### src/rtl/pbdc_pkg.sv
// Shared types and constants for the boost PFC duty calculator.
package pbdc_pkg;

  // Register indexes on the configuration port
  localparam logic [2:0] REG_MIN_DIV  = 3'd0;
  localparam logic [2:0] REG_FULL     = 3'd1;
  localparam logic [2:0] REG_ZERO     = 3'd2;
  localparam logic [2:0] REG_MIN_DUTY = 3'd3;
  localparam logic [2:0] REG_MAX_DUTY = 3'd4;
  localparam logic [2:0] REG_DEAD     = 3'd5;

  // Register reset values
  localparam logic [14:0] RST_MIN_DIV  = 15'd1024;
  localparam logic [14:0] RST_FULL     = 15'd4096;
  localparam logic [14:0] RST_ZERO     = 15'd0;
  localparam logic [14:0] RST_MIN_DUTY = 15'd40;
  localparam logic [15:0] RST_MAX_DUTY = 16'd4056;
  localparam logic [11:0] RST_DEAD     = 12'd20;

  // Divider geometry: 16 quotient bits, two restoring steps per stage
  localparam int QUO_BITS   = 16;
  localparam int DIV_STEP   = 2;
  localparam int DIV_STAGES = QUO_BITS / DIV_STEP;
  localparam int MAG_W      = 31;   // |(va << 15) + 16384| <= 2^30
  localparam int DVS_W      = 15;

  // Front stages, divider stages, back stages
  localparam int FRONT_STAGES = 3;
  localparam int BACK_STAGES  = 4;
  localparam int PIPE_DEPTH   = FRONT_STAGES + DIV_STAGES + BACK_STAGES;

  // Word carried through the divider stages
  typedef struct packed {
    logic             neg;     // numerator negative
    logic             va_pos;  // command > 0
    logic             ia_pos;  // current > 0
    logic             ovf;     // quotient magnitude >= 2^16
    logic [DVS_W-1:0] dvs;     // divisor, 1..32767
    logic [MAG_W-1:0] rem;     // partial remainder
    logic [QUO_BITS-1:0] quo;  // quotient magnitude bits
  } div_word_t;

endpackage

### src/rtl/pfc_boost_duty_calc_unit.sv
// Top level of the boost PFC duty calculator: pipelined divide, scale and limit.
//
// Accepts one input word per clock and returns one result word per input word,
// in order. A result word is presented on the output once its input word has passed
// through every pipeline stage register, and new words are taken while earlier ones
// are in flight. Throughput is one word per cycle while the output side does not stall. The
// pipeline is 3 front stages (numerator and divisor select, magnitude, overflow
// check), 8 divider stages of two restoring subtract steps each for the 16
// quotient bits, and 4 back stages (saturation, 16x16 multiply, rounding shift
// with dead-time, duty limits).
// When a result word waits at the output and is not taken, the whole pipeline
// holds and in_ready drops. Configuration registers are read directly by the stages
// that use them, so write them only while no word is in flight.
module pfc_boost_duty_calc_unit (
  input  logic               clk,
  input  logic               rst,
  // input channel
  input  logic               in_valid,
  output logic               in_ready,
  input  logic signed [15:0] voltage_command,
  input  logic signed [15:0] output_voltage,
  input  logic signed [15:0] input_current,
  // output channel
  output logic               out_valid,
  input  logic               out_ready,
  output logic [15:0]        duty_compare,
  output logic [14:0]        leg_level,
  // configuration write port
  input  logic               cfg_we,
  input  logic [2:0]         cfg_index,
  input  logic [15:0]        cfg_data
);

  localparam int DEPTH   = pbdc_pkg::PIPE_DEPTH;
  localparam int NDIV    = pbdc_pkg::DIV_STAGES;
  localparam int QB      = pbdc_pkg::QUO_BITS;
  localparam int MW      = pbdc_pkg::MAG_W;
  localparam int DW      = pbdc_pkg::DVS_W;
  // valid bit positions
  localparam int V_DIV_LAST = pbdc_pkg::FRONT_STAGES - 1 + NDIV;
  localparam int V_SAT      = V_DIV_LAST + 1;

  // configuration registers
  logic [14:0] min_div;
  logic [14:0] full_cnt;
  logic [14:0] zero_cnt;
  logic [14:0] min_duty;
  logic [15:0] max_duty;
  logic [11:0] dead_cnt;

  always_ff @(posedge clk) begin
    if (rst) begin
      min_div  <= pbdc_pkg::RST_MIN_DIV;
      full_cnt <= pbdc_pkg::RST_FULL;
      zero_cnt <= pbdc_pkg::RST_ZERO;
      min_duty <= pbdc_pkg::RST_MIN_DUTY;
      max_duty <= pbdc_pkg::RST_MAX_DUTY;
      dead_cnt <= pbdc_pkg::RST_DEAD;
    end else if (cfg_we) begin
      unique case (cfg_index)
        pbdc_pkg::REG_MIN_DIV:  min_div  <= cfg_data[14:0];
        pbdc_pkg::REG_FULL:     full_cnt <= cfg_data[14:0];
        pbdc_pkg::REG_ZERO:     zero_cnt <= cfg_data[14:0];
        pbdc_pkg::REG_MIN_DUTY: min_duty <= cfg_data[14:0];
        pbdc_pkg::REG_MAX_DUTY: max_duty <= cfg_data;
        pbdc_pkg::REG_DEAD:     dead_cnt <= cfg_data[11:0];
        default: ;
      endcase
    end
  end

  // pipeline control: every stage moves unless the output word is held
  logic             advance;
  logic [DEPTH-1:0] vld;

  assign advance   = !vld[DEPTH-1] || out_ready;
  assign in_ready  = advance;
  assign out_valid = vld[DEPTH-1];

  always_ff @(posedge clk) begin
    if (rst) begin
      vld <= '0;
    end else if (advance) begin
      vld <= {vld[DEPTH-2:0], in_valid};
    end
  end

  // stage 1: numerator and divisor select
  logic signed [31:0] s1_num;
  logic [DW-1:0]      s1_dvs;
  logic               s1_va_pos;
  logic               s1_ia_pos;
  logic [DW-1:0]      dvs_sel;

  always_comb begin
    if (output_voltage < $signed({1'b0, min_div})) begin
      dvs_sel = min_div;
    end else begin
      dvs_sel = output_voltage[DW-1:0];
    end
    if (dvs_sel == '0) begin
      dvs_sel = DW'(1);
    end
  end

  always_ff @(posedge clk) begin
    if (advance) begin
      // (va << 15) + 16384, sign-extended to 32 bits
      s1_num    <= {voltage_command[15], voltage_command, 15'h4000};
      s1_dvs    <= dvs_sel;
      s1_va_pos <= voltage_command > 16'sd0;
      s1_ia_pos <= input_current > 16'sd0;
    end
  end

  // stage 2: numerator magnitude
  logic          s2_neg;
  logic [MW-1:0] s2_mag;
  logic [DW-1:0] s2_dvs;
  logic          s2_va_pos;
  logic          s2_ia_pos;
  logic [31:0]   num_abs;

  assign num_abs = s1_num[31] ? 32'(-s1_num) : 32'(s1_num);

  always_ff @(posedge clk) begin
    if (advance) begin
      s2_neg    <= s1_num[31];
      s2_mag    <= num_abs[MW-1:0];
      s2_dvs    <= s1_dvs;
      s2_va_pos <= s1_va_pos;
      s2_ia_pos <= s1_ia_pos;
    end
  end

  // stage 3: quotient overflow check, divider entry
  pbdc_pkg::div_word_t dstg [NDIV+1];

  always_ff @(posedge clk) begin
    if (advance) begin
      dstg[0].neg    <= s2_neg;
      dstg[0].va_pos <= s2_va_pos;
      dstg[0].ia_pos <= s2_ia_pos;
      dstg[0].ovf    <= s2_mag >= {s2_dvs, {QB{1'b0}}};
      dstg[0].dvs    <= s2_dvs;
      dstg[0].rem    <= s2_mag;
      dstg[0].quo    <= '0;
    end
  end

  // divider stages: restoring steps, most significant quotient bit first
  for (genvar j = 0; j < NDIV; j++) begin : g_div
    pbdc_pkg::div_word_t nxt;

    always_comb begin
      logic [MW-1:0] r;
      logic [MW-1:0] sh;
      nxt = dstg[j];
      r   = dstg[j].rem;
      for (int b = 0; b < pbdc_pkg::DIV_STEP; b++) begin
        sh = {{(MW-DW){1'b0}}, dstg[j].dvs} << (QB - 1 - j * pbdc_pkg::DIV_STEP - b);
        if (r >= sh) begin
          r = r - sh;
          nxt.quo[QB - 1 - j * pbdc_pkg::DIV_STEP - b] = 1'b1;
        end
      end
      nxt.rem = r;
    end

    always_ff @(posedge clk) begin
      if (advance) begin
        dstg[j+1] <= nxt;
      end
    end
  end

  // back stage 1: sign and saturate to 16 bits
  logic signed [15:0] p1_t;
  logic               p1_va_pos;
  logic               p1_ia_pos;
  logic signed [15:0] sat_t;
  logic signed [16:0] neg_q;

  always_comb begin
    neg_q = -$signed({1'b0, dstg[NDIV].quo});
    if (!dstg[NDIV].neg) begin
      if (dstg[NDIV].ovf || dstg[NDIV].quo[QB-1]) begin
        sat_t = 16'sh7FFF;
      end else begin
        sat_t = $signed(dstg[NDIV].quo);
      end
    end else begin
      if (dstg[NDIV].ovf || dstg[NDIV].quo > 16'h8000) begin
        sat_t = -16'sh8000;
      end else begin
        sat_t = neg_q[15:0];
      end
    end
  end

  always_ff @(posedge clk) begin
    if (advance) begin
      p1_t      <= sat_t;
      p1_va_pos <= dstg[NDIV].va_pos;
      p1_ia_pos <= dstg[NDIV].ia_pos;
    end
  end

  // back stage 2: scale by full duty count
  logic signed [31:0] p2_prod;
  logic               p2_va_pos;
  logic               p2_ia_pos;

  always_ff @(posedge clk) begin
    if (advance) begin
      p2_prod   <= 32'(p1_t) * 32'($signed({1'b0, full_cnt}));
      p2_va_pos <= p1_va_pos;
      p2_ia_pos <= p1_ia_pos;
    end
  end

  // back stage 3: round, floor shift, dead-time compensation
  logic signed [17:0] p3_t;
  logic               p3_va_pos;
  logic signed [31:0] rnd;
  logic signed [17:0] shf;
  logic signed [17:0] dt_s;

  always_comb begin
    rnd  = p2_prod + 32'sd16384;
    shf  = 18'($signed(rnd[31:15]));
    dt_s = $signed({6'd0, dead_cnt});
  end

  always_ff @(posedge clk) begin
    if (advance) begin
      p3_t      <= p2_ia_pos ? (shf - dt_s) : (shf + dt_s);
      p3_va_pos <= p2_va_pos;
    end
  end

  // back stage 4: duty limits and leg level
  logic signed [18:0] off_t;
  logic signed [18:0] lim_t;
  logic [14:0]        leg_next;

  always_comb begin
    off_t = 19'(p3_t) + $signed({4'd0, full_cnt});
    if (p3_va_pos) begin
      leg_next = zero_cnt;
      if (p3_t < $signed({3'd0, min_duty})) begin
        lim_t = $signed({4'd0, min_duty});
      end else begin
        lim_t = 19'(p3_t);
      end
    end else begin
      leg_next = full_cnt;
      if (off_t > $signed({3'd0, max_duty})) begin
        lim_t = $signed({3'd0, max_duty});
      end else if (off_t < $signed({4'd0, zero_cnt})) begin
        lim_t = $signed({4'd0, zero_cnt});
      end else begin
        lim_t = off_t;
      end
    end
  end

  always_ff @(posedge clk) begin
    if (advance) begin
      duty_compare <= lim_t[15:0];
      leg_level    <= leg_next;
    end
  end

  // checks
  a_stall_holds: assert property (@(posedge clk) disable iff (rst)
    out_valid && !out_ready |=> $stable(vld))
    else $error("pipeline moved during output stall");

  a_div_rem: assert property (@(posedge clk) disable iff (rst)
    vld[V_DIV_LAST] && !dstg[NDIV].ovf |-> dstg[NDIV].rem < {{(MW-DW){1'b0}}, dstg[NDIV].dvs})
    else $error("divider remainder not below divisor");

  // a positive command gives a positive numerator, so the quotient is not negative
  a_sat_sign: assert property (@(posedge clk) disable iff (rst)
    vld[V_SAT] && p1_va_pos |-> p1_t >= 16'sd0)
    else $error("negative quotient for positive command");

  a_leg_level: assert property (@(posedge clk) disable iff (rst)
    out_valid |-> (leg_level == zero_cnt || leg_level == full_cnt))
    else $error("leg level not a configured count");

endmodule
### config.mk
export PLATFORM = sky130hd
export DESIGN_NAME = pfc_boost_duty_calc_unit
export DESIGN_NICKNAME = d
export VERILOG_FILES = /design/src/rtl/pbdc_pkg.sv /design/src/rtl/pfc_boost_duty_calc_unit.sv
export SDC_FILE = /design/constraint.sdc
export NUM_CORES = 2
export LEC_CHECK = 0
export BUFFER_PORTS_ARGS = -buffer_cell sky130_fd_sc_hd__buf_2
export CAP_MARGIN = 30
export CORE_MARGIN = 10
export CORE_UTILIZATION = 59
export CTS_CLUSTER_SIZE = 25
export DETAILED_ROUTE_END_ITERATION = 6
export PLACE_DENSITY = 0.79
export REMOVE_ABC_BUFFERS = 1
export SETUP_SLACK_MARGIN = 0.5
export SYNTH_ARGS = -nofsm -noshare
export SYNTH_HDL_FRONTEND = slang
export SYNTH_SLANG_ARGS = --single-unit
### constraint.sdc
create_clock -name clk -period 25.7 [get_ports clk]
set_clock_uncertainty 0.1 [all_clocks]
set_input_delay 5.14 -clock clk [delete_from_list [all_inputs] [get_ports clk]]
set_output_delay 5.14 -clock clk [all_outputs]
set_load 0.02 [all_outputs]
==> impl_metrics.json <==
{
  "ys_warn_count": 0,
  "path_max_fanout": 98,
  "grtUsageTotal_pct": 23.6,
  "crit_chain": "buf_2 > nor2b_1 > buf_4 > inv_8 > buf_2",
  "detail_route.wl_per_cell_um": 18.3,
  "arrival_ps": 6300,
  "crit_top_cell": "buf_2",
  "critPathMaxStageDelay_ps": 510,
  "hold_depth": 0,
  "seq_area_um2": 18900,
  "synth_compound_area_share_pct": 13.3,
  "synth_cells": 5145,
  "postRouteAntennaNets": 0,
  "slew_headroom_pct": 25.3,
  "overflow": 0,
  "ys_top_cells_by_area": "edfxtp_1 (33%), ha_1 (10%), fa_1 (10%), inv_1 (4.3%), dfxtp_1 (4.0%)",
  "drv_cap": 0,
  "fin_crit_sh_pct": 44.9,
  "netlist_area_um2": 51100,
  "drc": 2,
  "grt_setup_unrepaired": "no",
  "synth_top_family_by_area": "adder cells",
  "failed_checks": "DRC",
  "slew_viol_final": 0,
  "cts_tree": "yes",
  "synth.distinct_cells": 94,
  "multiInputGateArea_um2": 29500,
  "cts_root_buf": "clkbuf_16",
  "path_class": "primary input to primary output",
  "startpoint": "out_ready",
  "layout_commonest_cell": "inv_1",
  "worstSkewPairLatency_ps": 650,
  "r2r_end": "p2_prod[31]",
  "cp-endpoint": "in_ready",
  "grt_pass1_vias": 37700,
  "p_total_mw": 6.98,
  "period_minus_slack_ps": 11540,
  "finalSetupTns_ps": 0,
  "totalWireLength_mm": 117,
  "synth_edf_count": 560,
  "r2r_cells": 20,
  "r2r_slack_ps": 18180,
  "synth_top_area_share_pct": 32.9,
  "layout-drive-gt1-share_pct": 8.56,
  "cts_resized": 0,
  "viasPerCell": 5.86,
  "cts.clk_slew.worst_paths_ps": 60,
  "syn_avg_cell_area_um2": 9.93,
  "num_vias": 37600,
  "finalHoldViolCount": 0,
  "hold_class": "flip-flop to flip-flop",
  "dpl.hpwl_mm": 88.4,
  "synthMuxAreaShare_pct": 3.83,
  "cts_made_buffers": 72,
  "num_rows": 107,
  "crit_slowest_cell": "inv_8",
  "grt_max_degree": 104,
  "final_nets": 5965,
  "synth-xor-area-share_pct": 5.56,
  "yosysTopAreaCell": "edfxtp_1",
  "clockBufferDepth": 3,
  "setup_violations": 0,
  "yosys.area_share.adder_pct": 20.3,
  "path_delay_family": "buffers and inverters",
  "p_leak_nw": 23.4,
  "regToRegStartpoint": "full_cnt[1]",
  "run_status": "finished with violations",
  "firstDrtPassIters": 7,
  "cp-end-kind": "primary output",
  "cts_max_level": 3,
  "nFillCells": 6610,
  "post-cts-setup-buffer-count": 0,
  "die_w_um": 314,
  "antenna_found_initial": 5,
  "cp.depth": 5,
  "synthSimpleGateAreaFrac_pct": 14.7,
  "drt_iter0_markers": 2832,
  "grt_pass1_wl_mm": 193,
  "cts.sinks": 663,
  "cp.required_ps": 20460,
  "critPathBufInv": 4,
  "port_buffers": 104,
  "worstMarginPinSlew_ps": 1120,
  "p_per_area_nw_per_um2": 126,
  "die_h_um": 314,
  "place_congestion": 0.925,
  "ys_seq_area_share_pct": 37.0,
  "synth_async_sr_flop_share_pct": 0,
  "cp-start-kind": "primary input",
  "area_growth_syn_to_layout_pct": 8.85,
  "core_um2": 85500,
  "pre_cts_ws_ps": 14130,
  "initial_core_util_pct": 59.7,
  "setup_slack_ps": 14160,
  "io-pin-count": 105,
  "ctsHoldBuffers": 0,
  "dieArea_um2": 98700,
  "fmax_mhz": 86.6,
  "ys_ff_latch": 663,
  "ir_drop_v": 0.0000796,
  "synthFlopType": "edfxtp_1",
  "layout_common_cells": "inv_1 (589), edfxtp_1 (560), nand2_1 (531)"
}
## worst min path at each step
stage                 start           end  slack (ps)
2_1_floorplan   dstg[0][62]  dstg[0][128]         300
3_3_place_gp   dstg[0][329]  dstg[0][395]         300
3_5_place_dp   dstg[0][129]  dstg[0][195]         300
4_1_cts        dstg[0][466]  dstg[0][532]         300
5_1_grt        dstg[0][466]  dstg[0][532]         310
6_report       dstg[0][466]  dstg[0][532]         310
## through the flow
step | util (%) | hold slack (ps) | instance area, µm² | cells
2_1_floorplan | - | 300 | 50500 | 5007
3_3_place_gp | 61.6 | 301 | 52700 | 6282
3_5_place_dp | 61.6 | 305 | 52700 | 6284
4_1_cts | 64.8 | 302 | 55500 | 6418
5_1_grt | 65.0 | 313 | 55600 | 6426
6_report | 65.0 | 308 | 55600 | 6426
## synth_stat cells, types with 11 or more instances
cell type    n
a211o_1     15
a211oi_1    31
a21boi_0    23
a21o_1     118
a21oi_1    353
a22o_1      19
a31oi_1     29
a41oi_1     12
and2_1     146
and3_1      29
and4_1      12
buf_2       13
clkbuf_1   119
dfxtp_1    103
edfxtp_1   560
fa_1       255
ha_1       419
inv_1      590
mux2_2     129
mux2i_1     42
nand2_1    531
nand2b_1    54
nand3_1     92
nand3b_1    25
nand4_1     46
nor2_1     288
nor2b_1     55
nor3_1      86
nor4_1      42
o211ai_1    28
o21a_1      60
o21ai_0    179
o21bai_1    22
o31a_1      18
o31ai_1     20
o41ai_1     11
or2_2       24
or3_1       43
or4_1       15
xnor2_1    219
xor2_1     105
## layout make-up
class                           count  area share, %
Antenna cell                        3         0.0135
Tap cell                         1144           2.57
Inverter                          591           4.00
Clock buffer                       84           3.49
Clock inverter                     50           1.42
Sequential cell                   663           34.0
Timing Repair Buffer              138           1.57
Multi-Input combinational cell   3753           53.0
## sequential cells by signal, summed over array words and instances, names as in the netlist, 16 cells and up
name          cells
s1_num           16
duty_compare     16
p2_prod          18
dstg            405
max_duty         16
p1_t             16
p3_t             18
s2_mag           16
## cell families after synthesis
group | count (synthesis)
flip-flops | 663
AO/OA/AOI/OAI | 1049
AND/OR/NAND/NOR | 1528
XOR/XNOR | 324
multiplexers | 177
buffers and inverters | 729
other | 1
adder cells (fa/ha/maj) | 674
## power by group
group | switching [mW] | total [mW] | internal, mW
registers | 0.212 | 1.80 | 1.59
logic | 2.20 | 4.02 | 1.82
clock network | 0.464 | 1.16 | 0.697
total | 2.88 | 6.98 | 4.10
## metal layers
| layer | up-vias | global-route usage, % | share of wire, % |
|---|---|---|---|
| met5 | - | 0 | 0.011 |
| met4 | 2 | 8.11 | 3.3 |
| li1 | 18200 | - | - |
| met1 | 18000 | 30.6 | 42 |
| met3 | 259 | 3.42 | 6.1 |
| met2 | 1126 | 40.1 | 48 |
(Power assumes the default switching activity.)
